==> src/hdl/gnm_pkg.sv <==
package gnm_pkg;

	localparam int NUM_POS = 32;
	localparam int POS_W = 5;
	localparam int LEN_W = 6;
	localparam int ACT_W = NUM_POS + 1;

	localparam logic [7:0] CH_STAR     = 8'h2a;
	localparam logic [7:0] CH_QUEST    = 8'h3f;
	localparam logic [7:0] CH_LBRACKET = 8'h5b;
	localparam logic [7:0] CH_RBRACKET = 8'h5d;
	localparam logic [7:0] CH_BANG     = 8'h21;
	localparam logic [7:0] CH_CARET    = 8'h5e;
	localparam logic [7:0] CH_DASH     = 8'h2d;

	localparam logic [3:0] ROLE_DEAD  = 4'd0;
	localparam logic [3:0] ROLE_LIT   = 4'd1;
	localparam logic [3:0] ROLE_ANY   = 4'd2;
	localparam logic [3:0] ROLE_STAR  = 4'd3;
	localparam logic [3:0] ROLE_OPEN  = 4'd4;
	localparam logic [3:0] ROLE_NEG   = 4'd5;
	localparam logic [3:0] ROLE_ELEM  = 4'd6;
	localparam logic [3:0] ROLE_RANGE = 4'd7;
	localparam logic [3:0] ROLE_SKIP  = 4'd8;
	localparam logic [3:0] ROLE_CLOSE = 4'd9;

	localparam logic [2:0] REG_CHARS_A = 3'd0;
	localparam logic [2:0] REG_CHARS_B = 3'd1;
	localparam logic [2:0] REG_CHARS_C = 3'd2;
	localparam logic [2:0] REG_CHARS_D = 3'd3;
	localparam logic [2:0] REG_LENGTH  = 3'd4;

	typedef logic [3:0] role_t;
	typedef logic [7:0] char_t;

	typedef struct packed {
		logic act;
		logic neg;
		logic hit;
	} chain_t;

endpackage

==> src/hdl/gnm_if.sv <==
interface gnm_in_if;
	logic       valid;
	logic       ready;
	logic [7:0] name_byte;
	logic       last_byte;
	modport source (output valid, output name_byte, output last_byte, input ready);
	modport sink (input valid, input name_byte, input last_byte, output ready);
endinterface

interface gnm_out_if;
	logic valid;
	logic ready;
	logic matched;
	modport source (output valid, output matched, input ready);
	modport sink (input valid, input matched, output ready);
endinterface

==> src/hdl/gnm_parser.sv <==
module gnm_parser (
	input  logic                        clk,
	input  logic                        arst_n,
	input  logic                        start,
	input  gnm_pkg::char_t              chars [gnm_pkg::NUM_POS],
	input  logic [gnm_pkg::LEN_W-1:0]   len_used,
	output gnm_pkg::role_t              roles [gnm_pkg::NUM_POS],
	output logic                        busy
);

	localparam logic [1:0] ST_TOP   = 2'd0;
	localparam logic [1:0] ST_FIRST = 2'd1;
	localparam logic [1:0] ST_LEAD  = 2'd2;
	localparam logic [1:0] ST_BODY  = 2'd3;

	logic [gnm_pkg::LEN_W-1:0] pos_q;
	logic [1:0]                st_q, st_d;
	logic [1:0]                skip_q, skip_d;
	gnm_pkg::role_t            roles_q [gnm_pkg::NUM_POS];
	gnm_pkg::role_t            role_d;
	logic [gnm_pkg::POS_W-1:0] pidx;
	gnm_pkg::char_t            ch, ch1, ch2;
	logic                      is_range;
	gnm_pkg::role_t            elem_role;
	logic [1:0]                elem_skip;

	assign pidx = pos_q[gnm_pkg::POS_W-1:0];
	assign busy = !pos_q[gnm_pkg::LEN_W-1];
	assign roles = roles_q;

	always_comb begin
		ch  = chars[pidx];
		ch1 = (pidx < gnm_pkg::POS_W'(gnm_pkg::NUM_POS - 1)) ? chars[pidx + 1'b1] : 8'h00;
		ch2 = (pidx < gnm_pkg::POS_W'(gnm_pkg::NUM_POS - 2)) ? chars[pidx + 2'd2] : 8'h00;
		is_range = (ch1 == gnm_pkg::CH_DASH) && (ch2 != gnm_pkg::CH_RBRACKET)
			&& (pidx < gnm_pkg::POS_W'(gnm_pkg::NUM_POS - 2));
		elem_role = is_range ? gnm_pkg::ROLE_RANGE : gnm_pkg::ROLE_ELEM;
		elem_skip = is_range ? 2'd2 : 2'd0;
		role_d = gnm_pkg::ROLE_DEAD;
		st_d = st_q;
		skip_d = skip_q;
		if (skip_q != 2'd0) begin
			role_d = gnm_pkg::ROLE_SKIP;
			skip_d = skip_q - 1'b1;
		end else begin
			unique case (st_q)
				ST_TOP: begin
					if (ch == gnm_pkg::CH_LBRACKET) begin
						role_d = gnm_pkg::ROLE_OPEN;
						st_d = ST_FIRST;
					end else if (ch == gnm_pkg::CH_STAR) begin
						role_d = gnm_pkg::ROLE_STAR;
					end else if (ch == gnm_pkg::CH_QUEST) begin
						role_d = gnm_pkg::ROLE_ANY;
					end else begin
						role_d = gnm_pkg::ROLE_LIT;
					end
				end
				ST_FIRST: begin
					if (ch == gnm_pkg::CH_BANG || ch == gnm_pkg::CH_CARET) begin
						role_d = gnm_pkg::ROLE_NEG;
						st_d = ST_LEAD;
					end else begin
						role_d = elem_role;
						skip_d = elem_skip;
						st_d = ST_BODY;
					end
				end
				ST_LEAD: begin
					role_d = elem_role;
					skip_d = elem_skip;
					st_d = ST_BODY;
				end
				ST_BODY: begin
					if (ch == gnm_pkg::CH_RBRACKET) begin
						role_d = gnm_pkg::ROLE_CLOSE;
						st_d = ST_TOP;
					end else begin
						role_d = elem_role;
						skip_d = elem_skip;
					end
				end
				default: role_d = gnm_pkg::ROLE_DEAD;
			endcase
		end
		if (pos_q >= len_used) begin
			role_d = gnm_pkg::ROLE_DEAD;
		end
	end

	always_ff @(posedge clk or negedge arst_n) begin
		if (!arst_n) begin
			pos_q <= '0;
			st_q <= ST_TOP;
			skip_q <= 2'd0;
			for (int i = 0; i < gnm_pkg::NUM_POS; i++) begin
				roles_q[i] <= gnm_pkg::ROLE_DEAD;
			end
		end else if (start) begin
			pos_q <= '0;
			st_q <= ST_TOP;
			skip_q <= 2'd0;
		end else if (busy) begin
			roles_q[pidx] <= role_d;
			pos_q <= pos_q + 1'b1;
			st_q <= st_d;
			skip_q <= skip_d;
		end
	end

endmodule

==> src/hdl/gnm_cell.sv <==
module gnm_cell (
	input  gnm_pkg::role_t  role,
	input  gnm_pkg::char_t  ch,
	input  gnm_pkg::char_t  hi_ch,
	input  logic [7:0]      name_byte,
	input  logic            act,
	input  logic            star_in,
	input  gnm_pkg::chain_t chain_in,
	input  logic            next_bit,
	input  logic            fin_in,
	output logic            star_out,
	output gnm_pkg::chain_t chain_out,
	output logic            nx_self,
	output logic            nx_next,
	output logic            fin_bit,
	output logic            fin_out
);

	logic cur;
	logic is_star;

	assign cur = act | star_in;
	assign is_star = (role == gnm_pkg::ROLE_STAR);
	assign star_out = cur & is_star;
	assign nx_self = cur & is_star;
	assign fin_bit = next_bit | fin_in;
	assign fin_out = fin_bit & is_star;

	always_comb begin
		chain_out = '0;
		nx_next = 1'b0;
		unique case (role)
			gnm_pkg::ROLE_LIT:   nx_next = cur & (ch == name_byte);
			gnm_pkg::ROLE_ANY:   nx_next = cur;
			gnm_pkg::ROLE_OPEN:  chain_out.act = cur;
			gnm_pkg::ROLE_NEG: begin
				chain_out = chain_in;
				chain_out.neg = 1'b1;
			end
			gnm_pkg::ROLE_ELEM: begin
				chain_out = chain_in;
				chain_out.hit = chain_in.hit | (ch == name_byte);
			end
			gnm_pkg::ROLE_RANGE: begin
				chain_out = chain_in;
				chain_out.hit = chain_in.hit | (($signed(ch) <= $signed(name_byte))
					&& ($signed(name_byte) <= $signed(hi_ch)));
			end
			gnm_pkg::ROLE_SKIP:  chain_out = chain_in;
			gnm_pkg::ROLE_CLOSE: nx_next = chain_in.act & (chain_in.hit ^ chain_in.neg);
			default: begin
				chain_out = '0;
				nx_next = 1'b0;
			end
		endcase
	end

endmodule

==> src/hdl/glob_name_matcher_top.sv <==
// Glob matcher for one file-name component.
// Configure the pattern over the APB port: four 64-bit words of pattern
// characters at 0x00..0x18 (character 0 in the low byte of word 0) and the
// pattern length at 0x20. Writes complete in the access cycle; reads return
// the stored value.
// Stream the name in on in_ch, one byte per beat, with last_byte set on the
// final byte. Only that final beat produces a beat on out_ch, carrying
// matched, in the cycle after the byte is accepted. After reset, and after
// every configuration write, the pattern is parsed into the cell row one
// character per cycle; in_ch.ready stays low until all 32 positions are
// parsed. Reset loads the pattern "*" and starts a fresh name. A stalled
// out_ch holds its beat. A byte is taken every cycle while the parser is
// idle and out_ch is empty or is being drained.
module glob_name_matcher_top (
	input  logic        clk,
	input  logic        arst_n,
	input  logic        psel,
	input  logic        penable,
	input  logic        pwrite,
	input  logic [5:0]  paddr,
	input  logic [63:0] pwdata,
	output logic [63:0] prdata,
	output logic        pready,
	gnm_in_if.sink      in_ch,
	gnm_out_if.source   out_ch
);

	localparam int N = gnm_pkg::NUM_POS;

	logic [63:0]               pat_q [4];
	logic [gnm_pkg::LEN_W-1:0] len_q;
	logic [gnm_pkg::LEN_W-1:0] len_used;
	gnm_pkg::char_t            chars [N];
	gnm_pkg::role_t            roles [N];
	logic                      busy;
	logic                      wr_en;
	logic [2:0]                reg_idx;
	logic [gnm_pkg::ACT_W-1:0] act_q;
	logic [gnm_pkg::ACT_W-1:0] next_vec;
	logic [gnm_pkg::ACT_W-1:0] fin_vec;
	logic [N:0]                star_c;
	logic [N:0]                fin_c;
	gnm_pkg::chain_t           chain_c [N+1];
	logic [N-1:0]              nx_self;
	logic [N-1:0]              nx_next;
	logic                      in_acc;
	logic                      out_vld_q;
	logic                      matched_q;

	assign pready = 1'b1;
	assign reg_idx = paddr[5:3];
	assign wr_en = psel & penable & pwrite;
	assign len_used = (len_q > gnm_pkg::LEN_W'(N)) ? gnm_pkg::LEN_W'(N) : len_q;

	always_comb begin
		unique case (reg_idx)
			gnm_pkg::REG_CHARS_A: prdata = pat_q[0];
			gnm_pkg::REG_CHARS_B: prdata = pat_q[1];
			gnm_pkg::REG_CHARS_C: prdata = pat_q[2];
			gnm_pkg::REG_CHARS_D: prdata = pat_q[3];
			gnm_pkg::REG_LENGTH:  prdata = {58'd0, len_q};
			default:              prdata = 64'd0;
		endcase
	end

	always_ff @(posedge clk or negedge arst_n) begin
		if (!arst_n) begin
			pat_q[0] <= 64'd42;
			pat_q[1] <= 64'd0;
			pat_q[2] <= 64'd0;
			pat_q[3] <= 64'd0;
			len_q <= gnm_pkg::LEN_W'(1);
		end else if (wr_en) begin
			case (reg_idx)
				gnm_pkg::REG_CHARS_A: pat_q[0] <= pwdata;
				gnm_pkg::REG_CHARS_B: pat_q[1] <= pwdata;
				gnm_pkg::REG_CHARS_C: pat_q[2] <= pwdata;
				gnm_pkg::REG_CHARS_D: pat_q[3] <= pwdata;
				gnm_pkg::REG_LENGTH:  len_q <= pwdata[gnm_pkg::LEN_W-1:0];
				default: ;
			endcase
		end
	end

	for (genvar i = 0; i < N; i++) begin : g_chars
		assign chars[i] = pat_q[i / 8][(i % 8) * 8 +: 8];
	end

	gnm_parser u_parser (
		.clk      (clk),
		.arst_n   (arst_n),
		.start    (wr_en),
		.chars    (chars),
		.len_used (len_used),
		.roles    (roles),
		.busy     (busy)
	);

	assign star_c[0] = 1'b0;
	assign fin_c[0] = 1'b0;
	assign chain_c[0] = '0;

	for (genvar p = 0; p < N; p++) begin : g_cell
		logic           next_bit;
		gnm_pkg::char_t hi_ch;
		if (p == 0) begin : g_n0
			assign next_bit = nx_self[p];
		end else begin : g_np
			assign next_bit = nx_self[p] | nx_next[p-1];
		end
		if (p + 2 < N) begin : g_hi
			assign hi_ch = chars[p+2];
		end else begin : g_nohi
			assign hi_ch = 8'h00;
		end
		assign next_vec[p] = next_bit;
		gnm_cell u_cell (
			.role      (roles[p]),
			.ch        (chars[p]),
			.hi_ch     (hi_ch),
			.name_byte (in_ch.name_byte),
			.act       (act_q[p]),
			.star_in   (star_c[p]),
			.chain_in  (chain_c[p]),
			.next_bit  (next_bit),
			.fin_in    (fin_c[p]),
			.star_out  (star_c[p+1]),
			.chain_out (chain_c[p+1]),
			.nx_self   (nx_self[p]),
			.nx_next   (nx_next[p]),
			.fin_bit   (fin_vec[p]),
			.fin_out   (fin_c[p+1])
		);
	end

	assign next_vec[N] = nx_next[N-1];
	assign fin_vec[N] = next_vec[N] | fin_c[N];

	assign in_ch.ready = !busy && (!out_vld_q || out_ch.ready);
	assign in_acc = in_ch.valid && in_ch.ready;
	assign out_ch.valid = out_vld_q;
	assign out_ch.matched = matched_q;

	always_ff @(posedge clk or negedge arst_n) begin
		if (!arst_n) begin
			act_q <= gnm_pkg::ACT_W'(1);
			out_vld_q <= 1'b0;
		end else begin
			if (in_acc) begin
				act_q <= in_ch.last_byte ? gnm_pkg::ACT_W'(1) : next_vec;
			end
			if (in_acc && in_ch.last_byte) begin
				out_vld_q <= 1'b1;
			end else if (out_ch.ready) begin
				out_vld_q <= 1'b0;
			end
		end
	end

	always_ff @(posedge clk) begin
		if (in_acc && in_ch.last_byte) begin
			matched_q <= fin_vec[len_used];
		end
	end

endmodule

==> src/flat_wrapper.sv <==
// flat-port wrapper written by rule: the top's interface ports become plain ports
module glob_name_matcher_top_flat 
  (clk, arst_n, psel, penable, pwrite, paddr, pwdata, prdata, pready, in_ch_valid, in_ch_name_byte, in_ch_last_byte, in_ch_ready, out_ch_valid, out_ch_matched, out_ch_ready);
  gnm_in_if in_ch_i ();
  gnm_out_if out_ch_i ();
  input  logic clk;
  input  logic arst_n;
  input  logic psel;
  input  logic penable;
  input  logic pwrite;
  input  logic [5:0] paddr;
  input  logic [63:0] pwdata;
  output logic [63:0] prdata;
  output logic pready;
  input wire logic [$bits(in_ch_i.valid)-1:0] in_ch_valid;
  input wire logic [$bits(in_ch_i.name_byte)-1:0] in_ch_name_byte;
  input wire logic [$bits(in_ch_i.last_byte)-1:0] in_ch_last_byte;
  output wire logic [$bits(in_ch_i.ready)-1:0] in_ch_ready;
  output wire logic [$bits(out_ch_i.valid)-1:0] out_ch_valid;
  output wire logic [$bits(out_ch_i.matched)-1:0] out_ch_matched;
  input wire logic [$bits(out_ch_i.ready)-1:0] out_ch_ready;
  assign in_ch_i.valid = in_ch_valid;
  assign in_ch_i.name_byte = in_ch_name_byte;
  assign in_ch_i.last_byte = in_ch_last_byte;
  assign in_ch_ready = in_ch_i.ready;
  assign out_ch_valid = out_ch_i.valid;
  assign out_ch_matched = out_ch_i.matched;
  assign out_ch_i.ready = out_ch_ready;
  glob_name_matcher_top u_core (.clk(clk), .arst_n(arst_n), .psel(psel), .penable(penable), .pwrite(pwrite), .paddr(paddr), .pwdata(pwdata), .prdata(prdata), .pready(pready), .in_ch(in_ch_i), .out_ch(out_ch_i));
endmodule
==> config.mk <==
export PLATFORM = sky130hd
export DESIGN_NAME = glob_name_matcher_top_flat
export DESIGN_NICKNAME = d
export VERILOG_FILES = /design/src/hdl/gnm_pkg.sv /design/src/hdl/gnm_if.sv /design/src/hdl/gnm_parser.sv /design/src/hdl/gnm_cell.sv /design/src/hdl/glob_name_matcher_top.sv /design/src/flat_wrapper.sv
export SDC_FILE = /design/constraint.sdc
export NUM_CORES = 2
export LEC_CHECK = 0
export BUFFER_PORTS_ARGS = -buffer_cell sky130_fd_sc_hd__buf_2
export CAP_MARGIN = 20
export CORE_MARGIN = 4
export CORE_UTILIZATION = 55
export DETAILED_ROUTE_END_ITERATION = 7
export PLACE_DENSITY = 0.74
export SLEW_MARGIN = 30
export SYNTH_ARGS = -nofsm -noshare
export SYNTH_HDL_FRONTEND = slang
export SYNTH_SLANG_ARGS = --single-unit
==> constraint.sdc <==
create_clock -name clk -period 11.01 [get_ports clk]
set_input_delay 2.202 -clock clk [delete_from_list [all_inputs] [get_ports clk]]
set_output_delay 2.202 -clock clk [all_outputs]
set_load 0.01 [all_outputs]
==> qor.yml <==
run_status:
  status: "complete, no violations"
cts:
  path_clk_slew_ns: 0.06
  tritoncts_clock_tree: "done"
  clock_latency_ns: 0.63
  number_of_setup_buffers_added_after_cts: 0
  cts.repair.resized: 0
  cts-htree-levels: 2
  clk_path_buf_depth: 3
  clock_sink_count: 434
  cts_root_buffer: "clkbuf_16"
  cts_made_buffers: 53
  post_cts_hold_buffers: 0
synthesis:
  syn-mean-instance-area_sq_um: 8.48
  async_reset_ff_share_pct: 99.8
  synth_seq_cells: 434
  number_of_different_library_cells_in_the_post_synthesis_netlist: 107
  synth_top_area_share_pct: 29.6
  edff_count_synth: 1
  synth_nets: 4625
  synth.top_cells.by_area: "dfrtp_1 30%, ha_1 9.4%, nand2_1 5.9%"
  synth-main-ff-cell: "dfrtp_1"
  yosysWarnings: 0
  synth-seq-area-share_pct: 30.1
  synth.largest_area_cell: "dfrtp_1"
  synth_cells: 4267
  synth_area_sq_mm: 0.0362
global_route:
  grt_antenna_before_repair: 6
  grt_pass1_vias: 35200
  gr-total-overflow: 0
  grt_max_degree: 147
  grt_util_all_layers_pct: 45.1
  first_pass_grt_wire_length_microns: 236000
detailed_routing:
  final_antenna_net_count: 0
  num_vias: 37800
  drt_iter0_drc: 5997
  wire_per_inst_microns: 31.3
  pre_repair_dr_iteration_count: 6
  drcViolationCount: 0
  routed_wl_microns: 164000
  vias_per_cell: 7.19
finish:
  final_layout_size_suffix_gt1_share_pct: 14.3
  synthToLayoutAreaGrowth_pct: 9.92
  layout.core_utilization_pct: 61.4
  layout_common_cells: "564 x nand2_1, 426 x dfrtp_1, 388 x o21ai_0"
  layout.filler_cells: 5751
  most_common_cell_after_layout_fill_and_taps_aside: "nand2_1"
  num-nets-final: 4715
timing:
  finClkSkew_ns: 0.0253
  setup_slack_ns: 1.95
  max_slew.worst_pin.slew_ns: 1.07
  finalCritPeriodShare_pct: 82.3
  timing.final.hold_violations: 0
  slew-limit-headroom_pct: 27.7
  timing.fmax_mhz: 110
  period_minus_slack_ns: 9.06
  report.final.setup_viol: 0
  final.setup.tns_ns: 0
  final-max-slew-violation-count: 0
  rsz_0062_raised_after_global_routing: "no"
critical_path:
  worst_setup_path_start_kind: "input port"
  crit_required_ns: 11.32
  setup.worst_path.end_class: "flip-flop"
  crit_arrival_ns: 9.36
  cp_max_fanout: 14
  crit_type: "input port to flip-flop"
place:
  place_congestion: 1.12
  hpwlAfterDp_microns: 125000
  placement.setup.worst_slack_ns: 1.75
  number_of_i_o_port_buffers: 149
run:
  cap_violations: 0
power_and_ir_drop:
  irDropWorstVdd_uv: 172
  seq_power_share_pct: 32.2
  pwr_density_cell_mw_per_mm2: 222
  power_leakage_uw: 0.0173
  power.share.switching_pct: 48.2
  clkPwrFrac_pct: 20.9
  power.switching_uw: 4250
  p_int_uw: 4570
  power.share.combinational_pct: 46.9
floorplanning:
  chipWidth_microns: 264
  fp.dieH_microns: 264
  design.die.area_sq_mm: 0.0699
  placeable_core_area_sq_mm: 0.0648
  initial_core_util_pct: 55.8
  floorplan.rows: 93
  num_io_pins: 154
worst_hold_path:
  hold_class: "flip-flop to flip-flop"
state kept, by name, summed over array words and instances (netlist names):
name / flops
u_core.act_q: 32
u_core.chars: 256
u_core.len_q: 6
u_core.out_ch.matched: 1
u_core.out_ch.valid: 1
u_core.u_parser.pos_q: 6
u_core.u_parser.roles: 128
u_core.u_parser.skip_q: 2
u_core.u_parser.st_q: 2
synth_stat cells, types with 22 or more instances:
cell type  number
and2_1         40
o21ai_0       388
ha_1          272
nor4_1         53
a21oi_1       161
or2_2          23
a22oi_1       141
o211ai_1       25
a211oi_1       28
and3_1         37
nor2_1        222
a21o_1         27
mux2_2        182
inv_1         280
nand4_1       109
a31oi_1        53
nand3b_1       24
nor2b_1       104
a22o_1         22
mux2i_1        36
nand3_1       106
clkbuf_1      152
buf_1          23
mux4_2         68
nor3_1         88
nand2b_1       88
dfrtp_1       428
o21a_1         50
nor4bb_1       25
o31ai_1        28
nand2_1       564
power groups by stage:
stage	clock, uW	sequential (uW)	combinational, uW
5_1_grt	1900	2840	4360
6_report	1840	2840	4140
2_1_floorplan	0	2330	2670
3_3_place_gp	0	2780	3850
3_5_place_dp	0	2790	3920
4_1_cts	1840	2770	3940
layout make-up:
| class | instances | area [sq um] | share of cell area (%) |
|---|---|---|---|
| multi-input cells | 3365 | 23600 | 59.4 |
| flip-flops and latches | 434 | 10900 | 27.4 |
| clock buffers | 76 | 1530 | 3.85 |
| repair buffers | 220 | 1350 | 3.40 |
| well taps | 855 | 1070 | 2.69 |
| inverters | 283 | 1060 | 2.67 |
| clock inverters | 17 | 226 | 0.569 |
| diodes | 5 | 12.5 | 0.0315 |
worst max-delay path, cell delays in order:
cell	delay [ns]
buf_2	0.60
inv_1	0.21
ha_1	0.37
nand4_1	0.18
o311ai_0	0.37
a22oi_1	0.19
o311ai_1	0.86
a41oi_1	0.26
or4_1	0.59
o2111a_1	0.18
a2111oi_0	0.36
o31a_1	0.36
o2111ai_1	0.20
a31oi_1	0.53
o211ai_1	0.31
a31oi_1	0.22
o21ai_1	0.08
nor4b_1	0.14
o21ai_0	0.47
or4b_1	0.64
logic make-up after synthesis:
group,count (synthesis),synth area share (%)
buffers and inverters,468,4.91
AND/OR/NAND/NOR,1605,22.7
other,1,0.0104
multiplexers,287,10.9
XOR/XNOR,17,0.412
AO/OA/AOI/OAI,1183,21.6
adder cells (fa/ha/maj),272,9.41
flip-flops,434,30.1
metrics by stage:
step	total power [uW]	instance area [sq um]	hold WS, ns	std cells
after floorplan	5000	36200	0.451	4267
after global placement	6630	37900	0.467	5154
after detailed placement	6710	37900	0.487	5155
after CTS	8550	39700	0.501	5248
after global routing	9100	39800	0.520	5250
final	8830	39800	0.505	5255
metal layers:
layer  share of wire [%]  track usage, %  wire [microns]
met4                 9.5            33.3           15700
met3                  14            13.9           22700
met2                  41            65.2           67000
met1                  36            56.9           58900
met5               0.015               0              25
final timing paths:
kind	startpoint	endpoint	slack, ns	cells past startpoint
max	in_ch_name_byte[6]	u_core.out_ch.matched	1.95	20
min reg2reg	u_core.out_ch.valid	u_core.out_ch.valid	0.51	2
min	u_core.out_ch.valid	u_core.out_ch.valid	0.51	2
min in group asynchronous	arst_n	u_core.u_parser.roles[116]	1.58	1
max in group asynchronous	arst_n	u_core.chars[22]	7.84	3
max reg2reg	u_core.chars[215]	u_core.out_ch.matched	3.51	20
(Power assumes the default switching activity.)
